**src/hw/rtl/cfs_pkg.sv**
```systemverilog
`timescale 1ns / 1ps

package cfs_pkg;

  localparam int unsigned SpaceHoldDepthDef = 15;
  // Held whitespace store never exceeds this many slots (fits the 4-bit count)
  localparam int unsigned HoldSlots = 15;
  localparam int unsigned HoldCntW  = 4;

  localparam logic [7:0] QuoteByte = 8'h22;
  localparam logic [7:0] CommaByte = 8'h2C;
  localparam logic [7:0] TabByte   = 8'd9;
  localparam logic [7:0] CrByte    = 8'd13;
  localparam logic [7:0] SpaceByte = 8'd32;

  typedef struct packed {
    logic [7:0] char_code;
    logic       line_end;
  } in_item_t;

  typedef struct packed {
    logic [7:0] out_char;
    logic       char_valid;
    logic       field_end;
    logic       row_end;
    logic       space_dropped;
    logic       last;
  } out_item_t;

  typedef enum logic [1:0] {
    ACT_NONE,
    ACT_EMIT,
    ACT_FLUSH
  } act_e;

  typedef struct packed {
    logic take;
    logic emit_held;
    logic emit_pend;
  } cmd_t;

  typedef struct packed {
    act_e act;
    logic flush_done;
    logic out_free;
  } sts_t;

endpackage

```
**src/hw/rtl/cfs_ctrl.sv**
```systemverilog
`timescale 1ns / 1ps

module cfs_ctrl (
  input  logic          clk_i,
  input  logic          rst_ni,
  input  logic          in_valid_i,
  output logic          in_ready_o,
  input  cfs_pkg::sts_t sts_i,
  output cfs_pkg::cmd_t cmd_o
);
  import cfs_pkg::*;

  localparam logic StIdle  = 1'b0;
  localparam logic StFlush = 1'b1;

  logic state_q, state_d;

  always_comb begin
    state_d        = state_q;
    in_ready_o     = 1'b0;
    cmd_o          = '0;
    case (state_q)
      StIdle: begin
        in_ready_o = sts_i.out_free;
        cmd_o.take = in_valid_i & sts_i.out_free;
        if (cmd_o.take && sts_i.act == ACT_FLUSH) begin
          state_d = StFlush;
        end
      end
      StFlush: begin
        // Read out held whitespace, then the byte that released it
        if (sts_i.out_free) begin
          if (sts_i.flush_done) begin
            cmd_o.emit_pend = 1'b1;
            state_d         = StIdle;
          end else begin
            cmd_o.emit_held = 1'b1;
          end
        end
      end
      default: begin
        state_d = StIdle;
      end
    endcase
  end

  always_ff @(posedge clk_i or negedge rst_ni) begin
    if (!rst_ni) begin
      state_q <= StIdle;
    end else begin
      state_q <= state_d;
    end
  end

endmodule

```
**src/hw/rtl/cfs_datapath.sv**
```systemverilog
`timescale 1ns / 1ps

module cfs_datapath #(
  parameter int unsigned SPACE_HOLD_DEPTH = cfs_pkg::SpaceHoldDepthDef
) (
  input  logic               clk_i,
  input  logic               rst_ni,
  input  cfs_pkg::in_item_t  in_data_i,
  input  cfs_pkg::cmd_t      cmd_i,
  output cfs_pkg::sts_t      sts_o,
  output logic               out_valid_o,
  input  logic               out_ready_i,
  output cfs_pkg::out_item_t out_data_o
);
  import cfs_pkg::*;

  localparam int unsigned HoldDepth =
      (SPACE_HOLD_DEPTH < HoldSlots) ? SPACE_HOLD_DEPTH : HoldSlots;
  localparam int unsigned IdxW = (HoldDepth > 1) ? $clog2(HoldDepth) : 1;
  localparam logic [HoldCntW-1:0] HoldLimit = HoldCntW'(HoldDepth);

  logic                quoted_q, pending_q, seen_q, ovf_q;
  logic [HoldCntW-1:0] cnt_q, idx_q;
  logic [7:0]          held_q [HoldDepth];
  logic [7:0]          pend_char_q;
  logic                pend_sd_q;
  logic                out_valid_q;
  out_item_t           out_q;

  logic                quoted_d, pending_d, seen_d, ovf_d;
  logic [HoldCntW-1:0] cnt_d;
  out_item_t           out_d;
  logic                wr_en, content, is_space;
  act_e                act;
  out_item_t           res;
  logic [7:0]          c;

  assign c        = in_data_i.char_code;
  assign is_space = (c == SpaceByte) || (c inside {[TabByte:CrByte]});

  always_comb begin
    quoted_d  = quoted_q;
    pending_d = pending_q;
    seen_d    = seen_q;
    cnt_d     = cnt_q;
    ovf_d     = ovf_q;
    wr_en     = 1'b0;
    content   = 1'b0;
    act       = ACT_NONE;
    res       = '0;
    res.last  = 1'b1;
    if (in_data_i.line_end) begin
      act           = ACT_EMIT;
      res.field_end = 1'b1;
      res.row_end   = 1'b1;
      quoted_d      = 1'b0;
      pending_d     = 1'b0;
      seen_d        = 1'b0;
      cnt_d         = '0;
      ovf_d         = 1'b0;
    end else begin
      if (pending_q && c == QuoteByte) begin
        // Doubled quote: one literal quote, stay quoted
        pending_d = 1'b0;
        content   = 1'b1;
      end else begin
        if (pending_q) begin
          pending_d = 1'b0;
          quoted_d  = 1'b0;
        end
        if (c == QuoteByte) begin
          if (quoted_d) begin
            pending_d = 1'b1;
          end else begin
            quoted_d = 1'b1;
          end
        end else if (c == CommaByte && !quoted_d) begin
          act           = ACT_EMIT;
          res.field_end = 1'b1;
          seen_d        = 1'b0;
          cnt_d         = '0;
          ovf_d         = 1'b0;
        end else begin
          content = 1'b1;
        end
      end
      if (content) begin
        if (is_space) begin
          // Drop leading whitespace; hold trailing candidates
          if (seen_q) begin
            if (cnt_q < HoldLimit) begin
              wr_en = 1'b1;
              cnt_d = cnt_q + HoldCntW'(1);
            end else begin
              ovf_d = 1'b1;
            end
          end
        end else begin
          seen_d            = 1'b1;
          ovf_d             = 1'b0;
          res.out_char      = c;
          res.char_valid    = 1'b1;
          res.space_dropped = ovf_q;
          act               = (cnt_q == '0) ? ACT_EMIT : ACT_FLUSH;
        end
      end
    end
  end

  always_ff @(posedge clk_i or negedge rst_ni) begin
    if (!rst_ni) begin
      quoted_q  <= 1'b0;
      pending_q <= 1'b0;
      seen_q    <= 1'b0;
      ovf_q     <= 1'b0;
      cnt_q     <= '0;
      idx_q     <= '0;
    end else if (cmd_i.take) begin
      quoted_q  <= quoted_d;
      pending_q <= pending_d;
      seen_q    <= seen_d;
      ovf_q     <= ovf_d;
      cnt_q     <= cnt_d;
      idx_q     <= '0;
    end else if (cmd_i.emit_held) begin
      idx_q <= idx_q + HoldCntW'(1);
    end else if (cmd_i.emit_pend) begin
      cnt_q <= '0;
    end
  end

  always_ff @(posedge clk_i) begin
    if (cmd_i.take && wr_en) begin
      held_q[cnt_q[IdxW-1:0]] <= c;
    end
    if (cmd_i.take && act == ACT_FLUSH) begin
      pend_char_q <= c;
      pend_sd_q   <= ovf_q;
    end
  end

  // Output register: holds a result until transferred
  always_ff @(posedge clk_i or negedge rst_ni) begin
    if (!rst_ni) begin
      out_valid_q <= 1'b0;
    end else if ((cmd_i.take && act == ACT_EMIT) || cmd_i.emit_held || cmd_i.emit_pend) begin
      out_valid_q <= 1'b1;
    end else if (out_ready_i) begin
      out_valid_q <= 1'b0;
    end
  end

  always_comb begin
    out_d = out_q;
    if (cmd_i.take && act == ACT_EMIT) begin
      out_d = res;
    end else if (cmd_i.emit_held || cmd_i.emit_pend) begin
      out_d               = '0;
      out_d.out_char      = cmd_i.emit_held ? held_q[idx_q[IdxW-1:0]] : pend_char_q;
      out_d.char_valid    = 1'b1;
      out_d.space_dropped = pend_sd_q;
      out_d.last          = cmd_i.emit_pend;
    end
  end

  always_ff @(posedge clk_i) begin
    out_q <= out_d;
  end

  assign sts_o.act        = act;
  assign sts_o.flush_done = (idx_q == cnt_q);
  assign sts_o.out_free   = !out_valid_q || out_ready_i;
  assign out_valid_o      = out_valid_q;
  assign out_data_o       = out_q;

endmodule

```
**src/hw/rtl/csv_field_splitter.sv**
```systemverilog
`timescale 1ns / 1ps

// CSV field splitter: takes one line byte (or a line-end marker) per transfer
// and returns the trimmed bytes of each comma-separated field, a field-end
// result per unquoted comma and a row-end result per line end, with quote
// handling including doubled quotes. A new item is normally taken in the
// cycle the previous result leaves the output register. A non-space byte
// that follows N held trailing-space bytes (N up to min(SPACE_HOLD_DEPTH,
// 15)) is taken first, then each held byte is read out of the store in
// turn, then the byte itself; input ready is low meanwhile, and each
// read-out waits until the output register is free.
module csv_field_splitter #(
  parameter int unsigned SPACE_HOLD_DEPTH = cfs_pkg::SpaceHoldDepthDef
) (
  input  logic               clk_i,
  input  logic               rst_ni,
  input  logic               in_valid_i,
  output logic               in_ready_o,
  input  cfs_pkg::in_item_t  in_data_i,
  output logic               out_valid_o,
  input  logic               out_ready_i,
  output cfs_pkg::out_item_t out_data_o
);
  import cfs_pkg::*;

  cmd_t cmd;
  sts_t sts;

  cfs_ctrl u_ctrl (
    .clk_i      (clk_i),
    .rst_ni     (rst_ni),
    .in_valid_i (in_valid_i),
    .in_ready_o (in_ready_o),
    .sts_i      (sts),
    .cmd_o      (cmd)
  );

  cfs_datapath #(
    .SPACE_HOLD_DEPTH (SPACE_HOLD_DEPTH)
  ) u_datapath (
    .clk_i       (clk_i),
    .rst_ni      (rst_ni),
    .in_data_i   (in_data_i),
    .cmd_i       (cmd),
    .sts_o       (sts),
    .out_valid_o (out_valid_o),
    .out_ready_i (out_ready_i),
    .out_data_o  (out_data_o)
  );

endmodule

```
**config.mk**
```make
export PLATFORM = sky130hd
export DESIGN_NAME = csv_field_splitter
export DESIGN_NICKNAME = d
export VERILOG_FILES = /design/src/hw/rtl/cfs_pkg.sv /design/src/hw/rtl/cfs_ctrl.sv /design/src/hw/rtl/cfs_datapath.sv /design/src/hw/rtl/csv_field_splitter.sv
export SDC_FILE = /design/constraint.sdc
export NUM_CORES = 1
export LEC_CHECK = 0
export BUFFER_PORTS_ARGS = -buffer_cell sky130_fd_sc_hd__buf_2
export CAP_MARGIN = 20
export CORE_UTILIZATION = 40
export DETAILED_ROUTE_END_ITERATION = 12
export PLACE_DENSITY_LB_ADDON = 0.25
export SLEW_MARGIN = 15
export SYNTH_ARGS = -nofsm -noshare
export SYNTH_HDL_FRONTEND = slang
export SYNTH_SLANG_ARGS = --single-unit
```
**constraint.sdc**
```tcl
create_clock -name clk_i -period 2.9 [get_ports clk_i]
set_input_delay 0.145 -clock clk_i [delete_from_list [all_inputs] [get_ports clk_i]]
set_output_delay 0.145 -clock clk_i [all_outputs]
set_load 0.01 [all_outputs]
```
Yosys cells after proc, flatten, opt, wreduce, memory -nomap -nowiden
Memories as Yosys holds them, arrays and structs flattened.
Index checks and enable logic that the tools add are counted.

word-level totals
  flip-flop bits (word level) = 36
  RAM bits = 120
  input port bits = 13
  output and inout port bits = 15
  word-level logic and storage cells = 133
  memories = 1

memory list
  memory             depth  bits a word  rd ports  clocked after memory_dff  write ports  RTL line            text
  u_datapath.held_q  15     8            1         0                         1            cfs_datapath.sv:24  logic [7:0] held_q [HoldDepth];

cells by class
  add/subtract/negate cells = 2
  order comparisons = 3
  eq/ne operators = 8
  mux-type cells = 80
  bitwise logic cells = 2
  reduce and logical (&&, ||, !) cells = 21

operator list
  operator               count
  $mux W1                52
  $mux W4                13
  $mux W9                3
  $mux W13               2
  $eq A8 B6 Y1 const B   3
  $mux W2                8
  $add A4 B1 Y4 const B  2
  $ge A8 B4 Y1 const B   1
  $le A8 B4 Y1 const B   1
  $mux W8                1
  $reduce_bool A2 Y1     4
  $logic_and A1 B1 Y1    7
  $logic_or A1 B1 Y1     5
  $eq A4 B4 Y1           1
  $logic_not A4 Y1       1
  $lt A4 B4 Y1 const B   1
  $reduce_and A2 Y1      2
  $eq A2 B1 Y1 const B   1
  $eq A2 B2 Y1 const B   1
  $logic_not A1 Y1       2
  $ne A2 B1 Y1 const B   1
  $ne A2 B2 Y1 const B   1
  $pmux W1 S2            1
  $and A1 B1 Y1          1
  $not A1 Y1             1

Longest topological paths before layout
  word-level depth = 17
  depth in mapped cells = 9
  mapped depth without buffers = 6

By module
Synthesis repeated with hierarchy kept, for this count alone.

unflattened totals
  cell total of the unflattened synthesis = 407
  area, all modules = 6636.4 µm²

by module, submodules not included
  module        instances  cells each  area an instance (µm²)  seq. area each (µm²)
  cfs_datapath  1          398         6551.3                  4579.4
  cfs_ctrl      1          9           85.1                    25.0

Worst setup path before layout
OpenSTA, ideal clock, no wires.

  path kind = reg-to-reg
  from = register u_datapath.out_valid_q, in the netlist u_datapath.out_valid_o
  to = memory u_datapath.held_q[0][0] (enable)
  setup time = 0.373 ns
  arrival = 2.171 ns
  data required time = 2.527 ns
  setup slack = 0.356 ns
  stages on the path, launching flop included = 7
  path buffers = 1
  clock period less this slack = 2.544 ns
  path through = dfrtp_1 nor2b_1 nor3b_2 nand2b_1 nor4_4 buf_6 nor2b_1

between the ends
  longest elaborated chain between the ends = 7

ends and longest elaborated chain
  what                           RTL line             text
  from (decl)                    cfs_datapath.sv:27   logic out_valid_q;
  from (signal assigned)         cfs_datapath.sv:145  out_valid_q <= 1'b0;
  from (signal assigned)         cfs_datapath.sv:147  out_valid_q <= 1'b1;
  from (signal assigned)         cfs_datapath.sv:149  out_valid_q <= 1'b0;
  $logic_not A1 Y1               cfs_datapath.sv:172  assign sts_o.out_free = !out_valid_q || out_ready_i;
  $logic_or A1 B1 Y1             cfs_datapath.sv:172
  $and A1 B1 Y1                  cfs_ctrl.sv:25       cmd_o.take = in_valid_i & sts_i.out_free;
  $mux W1                        cfs_ctrl.sv:22       case (state_q)
  $logic_and A1 B1 Y1            cfs_datapath.sv:133  if (cmd_i.take && wr_en) begin
  $mux W1                        cfs_datapath.sv:133
  $mux W1 (implied by the code)  cfs_datapath.sv:134  held_q[cnt_q[IdxW-1:0]] <= c;
  to (decl)                      cfs_datapath.sv:24

No other way between the ends.

Worst setup path after layout
  from = register u_datapath.pending_q
  to = register u_datapath.out_q, in the netlist u_datapath.out_data_o[9] (enable)

between the ends
  longest elaborated chain between the ends = 14
  elaborated cells between the ends (all ways) = 19
  classes of those cells = eq/ne: 1; mux: 13; reduce/logical: 5

ends and longest elaborated chain
  what                                     RTL line                                text
  from (decl)                              cfs_datapath.sv:22                      logic quoted_q, pending_q, seen_q, ovf_q;
  from (signal assigned)                   cfs_datapath.sv:120                     pending_q <= pending_d;
  $mux W1                                  cfs_datapath.sv:67                      if (pending_q) begin
  $mux W1                                  cfs_datapath.sv:62                      if (pending_q && c == QuoteByte) begin
  $mux W1                                  cfs_datapath.sv:52                      if (in_data_i.line_end) begin
  $logic_not A1 Y1                         cfs_datapath.sv:77                      end else if (c == CommaByte && !quoted_d) begin
  $logic_and A1 B1 Y1                      cfs_datapath.sv:77
  $mux W1                                  cfs_datapath.sv:77
  $mux W2 or $mux W1 (tied branches)       cfs_datapath.sv:71                      if (c == QuoteByte) begin
  $mux W2 or $mux W1 (tied branches)       cfs_datapath.sv:62
  $mux W2 or $mux W1 (tied branches)       cfs_datapath.sv:88, cfs_datapath.sv:52
  $mux W2 (*)                              cfs_datapath.sv:87                      if (content) begin
  $mux W2 (*)                              cfs_datapath.sv:52
  $eq A2 B1 Y1 (*)                         cfs_datapath.sv:155                     if (cmd_i.take && act == ACT_EMIT) begin
  $logic_and A1 B1 Y1 (*)                  cfs_datapath.sv:155
  $reduce_bool A2 Y1 (no source line) (*)  n/a
  to (signal assigned)                     cfs_datapath.sv:167                     out_q <= out_d;
  to (decl)                                cfs_datapath.sv:28                      out_item_t out_q;

Every way passes the cells marked *; elsewhere a longest branch is shown, timed or not. The select of a mux whose other input is x is not followed.
A chain may end at the register's enable or synchronous reset.

==> flow_summary.json <==
{
  "status": "finished, final reports clean",
  "power.density_nw_per_um2": 620.0,
  "required_ns": 2.95,
  "insertion_delay_ns": 0.42,
  "hold_buffers": 1,
  "ant_nets": 0,
  "synth_edf_count": 141,
  "cpPeakStageDelay_ns": 0.47,
  "cp-start-kind": "flip-flop",
  "placed_cells": 612,
  "dieArea_um2": 16970,
  "clk_pin_slew_ns": 0.06,
  "pre_cts_ws_ns": 0.3083,
  "wire_per_inst_um": 20.88,
  "start_util_pct": 41.13,
  "drtIter0Drc": 321,
  "post-synth-top-count-cell": "edfxtp_1",
  "die_h_um": 130.3,
  "grt.total_usage_pct": 17.32,
  "overflow": 0,
  "synth_fp_nets": 381,
  "cts_buffers": 17,
  "p_leak_nw": 2.609,
  "hold_viol": 0,
  "drive_gt1_share_pct": 23.08,
  "post-cts-setup-buffers": 0,
  "io_buffers": 27,
  "synth-async-reset-ratio_pct": 8.974,
  "cp-end-kind": "flip-flop",
  "worst_slack_ns": 0.2719,
  "wl_met2_mm": 6.290,
  "crit_fanout": 12,
  "grt_max_degree": 45,
  "grt_pass1_vias": 3424,
  "vias_per_cell": 5.439,
  "synth_common_cells": "edfxtp_1, nand2_1, mux4_1, nor2_1",
  "drc": 0,
  "maxSlewViolCount": 0,
  "syn_to_final_growth_pct": 15.91,
  "met1_length_mm": 6.145,
  "setup_viol": 0,
  "period_needed_ns": 2.628,
  "routed_wl_mm": 13.47,
  "synth_area_per_cell_um2": 18.13,
  "ys_ff_latch": 156,
  "skew_ns": 0.01138,
  "drv_cap": 0,
  "syn_inst": 363,
  "num_io_pins": 28,
  "vdd_drop_max_mv": 0.4344,
  "worstHoldPathType": "in2reg",
  "die_x_um": 130.3,
  "crit_chain": "nand2b_1 > a31oi_1 > nor3b_2 > o31ai_2 > a21oi_1 > nand2_1",
  "timing.final.crit_share_pct": 90.63,
  "n_antenna_cell": 0,
  "cts_buffer_depth": 2,
  "rows": 46,
  "clockRootBuffer": "clkbuf_16",
  "power_mw": 4.729,
  "stdcell_count": 645,
  "drt_first_pass_iters": 4,
  "rsz0062_at_grt": "no",
  "yosysSeqAreaShare_pct": 69.96,
  "yosysTopAreaCellShare_pct": 64.33,
  "hpwl_mm": 9.205,
  "crit_type": "reg2reg",
  "place.gp.congestion": 0.7894,
  "slowest_stage": "o31ai_2",
  "dr.max_layer_used": "met4",
  "fin_nets": 434,
  "yosysTopAreaCell": "edfxtp_1",
  "yosysUniqueCellTypes": 55,
  "cts_sinks": 156,
  "arrival_ns": 2.68,
  "wl_met3_um": 869,
  "vias": 3508,
  "ys.warnings.count": 0,
  "slew_headroom_pct": 52.47,
  "syn_area_um2": 6581,
  "synth-main-ff-cell": "edfxtp_1",
  "timing.fmax_ghz": 0.3805,
  "whs_ns": 0.05007,
  "antenna_found_initial": 0,
  "grt_pass1_wl_mm": 20.58,
  "finalSetupTns_ns": 0,
  "cts.htree.levels": 4,
  "cts_tree": "done",
  "tightestPinTransition_ns": 0.7055,
  "cts_resized": 0,
  "coreArea_um2": 16000,
  "netlist_top_cells_area": "edfxtp_1, mux4_1, dfrtp_1, mux4_2, mux2i_1"
}
metrics by stage:
step,util [%],instance area (um^2)
6_report,47.68,7629
5_1_grt,47.68,7629
4_1_cts,47.68,7629
3_5_place_dp,44.23,7077
3_3_place_gp,44.23,7077
2_1_floorplan,-,6581
routing by layer:
metal | vias up | global-route usage, %
li1 | 1579 | -
met1 | 1802 | 23.50
met2 | 116 | 25.97
met3 | 11 | 5.658
met4 | 0 | 6.566
met5 | - | 0
cells in the final DEF, fill, tap and decap left out, drive strengths merged, types with 2 or more instances in the layout:
cell type  synthesis  layout
a21oi              4       4
a221o              8       8
a22o               2       2
a31oi              2       2
and2              11      11
and3              11      11
buf                7      48
bufinv             0       2
clkbuf             8      21
clkinv             0       8
dfrtp             14      14
edfxtp           141     141
ha                 5       5
inv                4       4
mux2i              9       9
mux4              32      32
nand2             24      24
nand2b             5       5
nand3              2       2
nand3b             2       2
nand4              2       2
nor2              16      16
nor2b              5       5
nor3               4       4
nor3b              4       4
nor4               2       2
o21ai             15      15
or4b               2       2
xnor2              5       5
xor2               2       2
worst max-delay path: cells and delay by family, from the launching register on:
family	cells	cell delay, ns
AOI/OAI and AO/OA	3	1.00
and+or+nand+nor	3	0.81
DFF	1	0.44
flip-flops by register name (all words and copies together), names as in the netlist:
| name | flops |
|---|---|
| u_ctrl.state_q | 1 |
| u_datapath.pend_sd_q | 1 |
| u_datapath.pend_char_q | 8 |
| u_datapath.pending_q | 1 |
| u_datapath.out_valid_o | 1 |
| u_datapath.quoted_q | 1 |
| u_datapath.idx_q | 4 |
| u_datapath.out_data_o | 13 |
| u_datapath.seen_q | 1 |
| u_datapath.cnt_q | 4 |
| u_datapath.ovf_q | 1 |
| u_datapath.held_q | 120 |
cell type report:
cell class              count  area, um^2
inverters                   4       15.01
multi-input cells         188        1868
fillers                  1383        8372
repair buffers             49       327.8
clock buffers              21       440.4
clock inverters            11       101.3
well taps                 216       270.3
flip-flops and latches    156        4606
report_power, final:
group / total (mW) / switching (mW) / internal, mW
logic: 0.172 / 0.116 / 0.0565
registers: 2.50 / 0.0164 / 2.48
clock network: 2.06 / 0.813 / 1.25
final timing paths:
check	start	to	slack (ns)	depth (start not counted)
worst max-delay path	u_datapath.pending_q	u_datapath.out_data_o[9]	0.27	6
worst min-delay path	in_data_i[0]	u_datapath.quoted_q	0.05	2
worst max register to register	u_datapath.pending_q	u_datapath.out_data_o[9]	0.27	6
worst min register to register	u_datapath.out_data_o[0]	u_datapath.out_data_o[0]	0.48	2
max in group asynchronous	rst_ni	u_datapath.idx_q[0]	2.47	2
min in group asynchronous	rst_ni	u_datapath.ovf_q	0.16	2
cell families (layout without fill, tap and decap cells):
| family | after synthesis | count (layout) | synth area share, % |
|---|---|---|---|
| mux | 42 | 42 | 13.69 |
| xor+xnor | 7 | 7 | 0.9316 |
| compound gates | 41 | 41 | 4.449 |
| buf+inv | 19 | 85 | 1.654 |
| fa+ha+maj | 5 | 5 | 0.9506 |
| flops | 156 | 156 | 69.96 |
| simple gates | 93 | 93 | 8.365 |
Note: power is estimated with default switching activity, not from simulation.
